--- src/rsttab_pkg.sv ---
// Shared constants, command codes and control types for the record slot table.
`timescale 1ns / 1ps
package rsttab_pkg;

  localparam int CmdW  = 3;
  localparam int KeyW  = 32;
  localparam int PayW  = 64;
  localparam int CntW  = 7;
  localparam int StatW = 2;

  localparam int SlotsDef       = 64;
  localparam int PayloadBitsDef = 64;

  localparam logic [CmdW-1:0] CMD_ADD     = 3'd0;
  localparam logic [CmdW-1:0] CMD_GET     = 3'd1;
  localparam logic [CmdW-1:0] CMD_UPDATE  = 3'd2;
  localparam logic [CmdW-1:0] CMD_DELETE  = 3'd3;
  localparam logic [CmdW-1:0] CMD_COMPACT = 3'd4;

  localparam logic [StatW-1:0] ST_OK      = 2'd0;
  localparam logic [StatW-1:0] ST_FULL    = 2'd1;
  localparam logic [StatW-1:0] ST_MISSING = 2'd2;

  // Control broadcast from the sequencer to every cell of the chain.
  typedef struct packed {
    logic [CmdW-1:0] cmd;    // command under way, steers the token action
    logic            add;    // write the request into the slot at the fill level
    logic            mark;   // tag slots past the fill level as dead
    logic            sort;   // one odd-even exchange phase
    logic            phase;  // parity of the pairs that exchange
  } cell_ctl_t;

endpackage

--- src/rsttab_cell.sv ---
// One slot of the chain: record storage, token stage and odd-even exchange.
`timescale 1ns / 1ps
module rsttab_cell import rsttab_pkg::*; #(
  parameter int SLOTS        = SlotsDef,
  parameter int PAYLOAD_BITS = PayloadBitsDef,
  parameter int IDX          = 0
) (
  input  logic                                 clk,
  input  logic                                 rst_n,
  input  cell_ctl_t                            ctl,
  input  logic [$clog2(SLOTS+1)-1:0]           used,
  input  logic [KeyW-1:0]                      req_key,
  input  logic [PAYLOAD_BITS-1:0]              req_data,
  // neighbor records
  input  logic [KeyW-1:0]                      l_key,
  input  logic [PAYLOAD_BITS-1:0]              l_data,
  input  logic                                 l_dead,
  input  logic [KeyW-1:0]                      r_key,
  input  logic [PAYLOAD_BITS-1:0]              r_data,
  input  logic                                 r_dead,
  output logic [KeyW-1:0]                      key_r,
  output logic [PAYLOAD_BITS-1:0]              data_r,
  output logic                                 dead_r,
  // search token
  input  logic                                 tok_vld_in,
  input  logic                                 tok_hit_in,
  input  logic [PAYLOAD_BITS-1:0]              tok_data_in,
  output logic                                 tok_vld_r,
  output logic                                 tok_hit_r,
  output logic [PAYLOAD_BITS-1:0]              tok_data_r
);

  localparam int CW = $clog2(SLOTS+1);
  localparam logic [CW-1:0] IDX_V = CW'(IDX);
  localparam logic          PAR   = 1'(IDX % 2);

  logic [KeyW-1:0]         key_nxt;
  logic [PAYLOAD_BITS-1:0] data_nxt;
  logic                    dead_nxt;
  logic                    tok_hit_nxt;
  logic [PAYLOAD_BITS-1:0] tok_data_nxt;
  logic                    occupied;
  logic                    match;
  logic                    swap_r;
  logic                    swap_l;

  assign occupied = (IDX_V < used);
  assign match    = tok_vld_in && !tok_hit_in && occupied && !dead_r && (key_r == req_key);
  // Move a tombstone right past a live record; equal pairs stay put so order holds.
  assign swap_r   = (ctl.phase == PAR) && dead_r && !r_dead;
  assign swap_l   = (ctl.phase != PAR) && l_dead && !dead_r;

  always_comb begin
    key_nxt      = key_r;
    data_nxt     = data_r;
    dead_nxt     = dead_r;
    tok_hit_nxt  = tok_hit_in | match;
    tok_data_nxt = tok_data_in;
    if (ctl.sort) begin
      if (swap_r) begin
        key_nxt  = r_key;
        data_nxt = r_data;
        dead_nxt = r_dead;
      end else if (swap_l) begin
        key_nxt  = l_key;
        data_nxt = l_data;
        dead_nxt = l_dead;
      end
    end else if (ctl.mark) begin
      if (!occupied) begin
        dead_nxt = 1'b1;
      end
    end else if (ctl.add && (IDX_V == used)) begin
      key_nxt  = req_key;
      data_nxt = req_data;
      dead_nxt = 1'b0;
    end else if (match) begin
      case (ctl.cmd)
        CMD_GET:    tok_data_nxt = data_r;
        CMD_UPDATE: data_nxt = req_data;
        CMD_DELETE: dead_nxt = 1'b1;
        default:    tok_data_nxt = tok_data_in;
      endcase
    end
  end

  always_ff @(posedge clk) begin
    key_r      <= key_nxt;
    data_r     <= data_nxt;
    dead_r     <= dead_nxt;
    tok_hit_r  <= tok_hit_nxt;
    tok_data_r <= tok_data_nxt;
    if (!rst_n) begin
      tok_vld_r <= 1'b0;
    end else begin
      tok_vld_r <= tok_vld_in;
    end
  end

endmodule

--- config.mk ---
export PLATFORM = sky130hd
export DESIGN_NAME = rsttab_cell
export DESIGN_NICKNAME = d
export VERILOG_FILES = /design/src/rsttab_pkg.sv /design/src/rsttab_cell.sv
export SDC_FILE = /design/constraint.sdc
export NUM_CORES = 1
export LEC_CHECK = 0
export ABC_CLOCK_PERIOD_IN_PS = 14560
export BUFFER_PORTS_ARGS = -buffer_cell sky130_fd_sc_hd__buf_2
export CAP_MARGIN = 20
export CELL_PAD_IN_SITES_DETAIL_PLACEMENT = 1
export CELL_PAD_IN_SITES_GLOBAL_PLACEMENT = 1
export CORE_AREA = 2 2 211 213
export CTS_CLUSTER_SIZE = 8
export DETAILED_ROUTE_END_ITERATION = 16
export DIE_AREA = 0 0 213 215
export PLACE_DENSITY = 0.55
export SLEW_MARGIN = 20
export SYNTH_ARGS = -nofsm -noshare
export SYNTH_HDL_FRONTEND = slang
export SYNTH_SLANG_ARGS = --single-unit
--- constraint.sdc ---
create_clock -name clk -period 14.56 [get_ports clk]
set_input_delay 0.728 -clock clk [delete_from_list [all_inputs] [get_ports clk]]
set_output_delay 0.728 -clock clk [all_outputs]
set_load 0.02 [all_outputs]
After elaboration in Yosys (flattened, before gate mapping). Cells that the tools add are included.

Output and inout port bits: 163. Register bits after elaboration: 163. Word-level logic and storage cells: 62.

Bitwise logic cells: 2. Mux-type cells: 25. Magnitude comparators: 1. Eq/ne operators: 7. Reductions and logical operators: 21.

Operator list (count): two-way mux 64 bit (12); two-way mux 32 bit (5); == test 32 bit (1); logical AND 1 bit (9); two-way mux 1 bit (8); AND reduction 4 bit (2); nonzero test 4 bit (2); logical NOT 7 bit (1); < comparator 1 x 7 -> 1 bit, first input constant (1); == test 3 x 2 -> 1 bit, second input constant (2); nonzero test 3 bit (2); == test 3 x 1 -> 1 bit, second input constant (1); logical NOT 1 bit (3); inequality test 3 x 1 -> 1 bit, second input constant (1); inequality test 3 bit, second input constant (1); AND reduction 3 bit (1); inequality test 2 bit, second input constant (1); nonzero test 2 bit (1); NOT 1 bit (1); OR 1 bit (1).

Longest topological paths before layout.
Word-level depth: 9. Depth in mapped cells: 7. Depth with buffers taken out: 5.

Least setup slack after synthesis. Ideal clock, no wire load.

Path type: input port to flip-flop. Start: input tok_hit_in. End: register data_r[0] (enable). Path slack: 9.570 ns. Cell stages on the path: 5. Required time: 14.061 ns. Arrival time: 4.491 ns. Cell sequence: nor3b_1 -> nand2_1 -> nor4_1 -> nand3_1 -> o21bai_1.

Longest elaborated chain between the ends: 7.

RTL lines: from (decl) (line rsttab_cell.sv:26) `input logic tok_hit_in,`; logical NOT 1 bit (line rsttab_cell.sv:48) `assign match = tok_vld_in && !tok_hit_in && occupied && !dead_r && (key_r == req_key);`; logical AND 1 bit (4 in a row) (line rsttab_cell.sv:48); nonzero test 3 bit (no source line); AND reduction 4 bit (no source line); to (signal assigned) (line rsttab_cell.sv:89) `data_r <= data_nxt;`; to (decl) (line rsttab_cell.sv:22) `output logic [PAYLOAD_BITS-1:0] data_r,`.

No other way between the ends. A chain may end at the register's enable or synchronous reset.

Worst setup path in the final report.
Start: register dead_r. End: register key_r[17] (data pin).

Longest elaborated chain between the ends: 4.

RTL lines: from (decl) (line rsttab_cell.sv:23) `output logic dead_r,`; from (signal assigned) (line rsttab_cell.sv:90) `dead_r <= dead_nxt;`; logical AND 1 bit (2 in a row) (line rsttab_cell.sv:50) `assign swap_r = (ctl.phase == PAR) && dead_r && !r_dead;`; two-way mux 32 bit (line rsttab_cell.sv:60) `if (swap_r) begin`; two-way mux 32 bit (line rsttab_cell.sv:59) `if (ctl.sort) begin`; named net key_nxt[17] (line rsttab_cell.sv:37) `logic [KeyW-1:0] key_nxt;`; to (signal assigned) (line rsttab_cell.sv:88) `key_r <= key_nxt;`; to (decl) (line rsttab_cell.sv:21) `output logic [KeyW-1:0] key_r,`.

The timed path passes the listed nets, and every way through them passes these cells.

==> flow_summary.ini <==
[sta]
worst_pin_slew_ps = 1039
clock_skew_ps = 13.79
slew_headroom_pct = 30.71
slew_viol_final = 0
finalHoldViolCount = 0
finalSetupTns_ps = 0
hold_slack_ps = 477.4
clock.fmax_ghz = 0.2782
period_minus_slack_ps = 3594
setup_ws_ps = 10970
setup_viol = 0
rsz0062_at_grt = false
timing.final.crit_share_pct = 24.69

[power]
seqPwrFrac_pct = 43.5
power.total_mw = 1.227
leakage_nw = 4.929
switching_share_pct = 27.36
clockPowerShare_pct = 39.6
power.switching_mw = 0.3356
power_density_mw_per_mm2 = 106.3
vdd_drop_max_v = 0.00005999
pwr-share-comb_pct = 16.9
intPower_mw = 0.8909

[global_route]
grtUsageTotal_pct = 13.95
grt_pass1_wl_um = 45960
antenna_found_initial = 5
grt_max_degree = 80
grt_pass1_vias = 7474
grt_remaining_overflow = 0

[setup_path]
reg2reg_to = key_r[17]
startpoint_type = flop
slowest_stage = buf_4
rrSetupSlack_ps = 10970
reg2regPathDepth = 5
arrival_ps = 3750
critPathLaunch = dead_r
worst-path-stages = 5
crit_required_ps = 14720
slowest_delay_ps = 820
cp-end-kind = flop
cp_max_fo = 53
critPathTopFamily = buffers and inverters
crit_path_end = key_r[17]
critPathKind = reg2reg
worst_path_most_repeated_cell = buf_4
critical_path_buf_inv_count = 2
reg2reg_from = dead_r
worstPathCellList = nor3b_4 > buf_4 > buf_4 > mux2i_1 > a21oi_1

[cells_and_area]
layout_commonest_cell = buf_2
drive_gt1_share_pct = 52.26
final_cell_mix = buf_2, nor2_1, a21oi_1, edfxtp_1, mux2i_1
fin_util_pct = 26.43
nets = 1534
areaGrowthSynthToFinish_pct = 51.80

[floorplan]
ios = 535
die_x_um = 213
die_h_um = 215
rows = 77
die_area_mm2 = 0.04580
core_area_mm2 = 0.04364
start_util_pct = 17.41

[route]
drc = 0
routedWlPerCell_um = 18.62
num_vias = 7052
drtAntennaViolNets = 0
post_drt_via_cell_ratio = 3.982
wl_um = 32970
drt_iter0_markers = 171
drt-pass1-iter-count = 4

[logic_synthesis]
yosys_warnings = 0
synth.distinct_cells = 31
synth_edf_count = 97
ys_seq_elements = 163
synthCells = 640
syn_nets = 1012
syn_avg_cell_area_um2 = 11.87
synthFlopType = edfxtp_1
async_flop_share_pct = 0
yosysSeqAreaShare_pct = 55.72
synth_area_mm2 = 0.007599

[clock_tree]
cts.clk_slew.worst_paths_ps = 70
clockBufferDepth = 2
cts_tree = built
cts_root_buf = clkbuf_16
cts.sinks = 163
holdBufCountCts = 0
cts-htree-levels = 4
clkLatencyLatePin_ps = 450
cts_made_buffers = 17
post_cts_resized = 0
postCtsSetupBuffers = 0

[place]
gp_congestion = 0.7897
dp_slack_ps = 10500
portBuffers = 534
hpwlAfterDp_um = 26810

[run_status]
status = finished, final reports clean

[worst_hold_path]
worstHoldPathType = reg2reg

[flow_run]
max-cap-violations = 0
==> worst reg2reg max path, delay by kind of cell (launching register included) <==
family	cells	cell delay, ps
compound gates	1	100
mux	1	450
simple gates	1	730
flops	1	470
buf+inv	2	1560
==> logic make-up (layout without fill, tap and decap cells) <==
kind of cell	after synthesis	count (layout)	synth area share (%)
multiplexers	160	160	22.13
AND/OR/NAND/NOR	142	142	8.645
flip-flops	163	163	55.72
other	0	4	0
XOR/XNOR	32	32	3.688
AO/OA/AOI/OAI	102	102	7.031
buffers and inverters	41	576	2.783
==> metal layers <==
metal | routed length, um | track usage [%]
met3 | 2646 | 4.910
met1 | 12640 | 14.71
met4 | 850 | 5.431
met2 | 16810 | 25.14
met5 | 13 | 0
==> metrics by stage <==
stage,std cells,cell area (um2)
finish,1771,11530
global route,1771,11530
CTS,1766,11500
detailed placement,1734,10890
global placement,1734,10880
floorplan,640,7599
==> cell usage after synthesis (2+ instances only) <==
library cell	n	area [um2]
nor2_1	101	379.1
a21oi_1	97	485.5
edfxtp_1	97	2913
mux2i_1	96	960.9
dfxtp_1	66	1321
mux2_2	35	394.1
xnor2_1	32	280.3
mux2_1	29	326.6
clkbuf_1	23	86.33
nand4_1	15	93.84
buf_2	10	50.05
buf_6	6	67.56
nand2_1	5	18.77
nand3_1	5	25.02
nor4_1	3	18.77
nand2b_1	2	12.51
nor3b_1	2	15.01
nor4_2	2	25.02
o211ai_1	2	15.01
==> final cells by class <==
type | count | area (um2)
inverters | 2 | 7.507
clock buffers | 21 | 461.7
clock inverters | 11 | 146.4
fillers | 5148 | 32110
well taps | 592 | 740.7
repair buffers | 542 | 2759
diodes | 4 | 10.01
multi-input cells | 436 | 3176
flip-flops and latches | 163 | 4234
==> sequential cells by signal, summed over array words and instances, names as in the netlist <==
register	cells
data_r	64
tok_data_r	64
key_r	32
dead_r	1
tok_hit_r	1
tok_vld_r	1
==> power by group through the flow <==
stage / sequential, mW / combinational (mW) / clock [mW]
floorplan: 0.574 / 0.0699 / 0
finish: 0.533 / 0.207 / 0.486
detailed placement: 0.544 / 0.211 / 0
CTS: 0.534 / 0.211 / 0.511
global placement: 0.543 / 0.207 / 0
global route: 0.536 / 0.225 / 0.523
==> worst min-delay path by stage <==
stage	from	end	slack, ps	cells past startpoint
3_5_place_dp	data_r[47]	tok_data_r[47]	470	1
2_1_floorplan	data_r[13]	tok_data_r[13]	610	1
4_1_cts	tok_data_in[13]	tok_data_r[13]	430	2
6_report	data_r[27]	tok_data_r[27]	480	1
5_1_grt	tok_data_in[5]	tok_data_r[5]	460	2
3_3_place_gp	data_r[21]	tok_data_r[21]	460	1
Power figures use the tool's default switching activity.
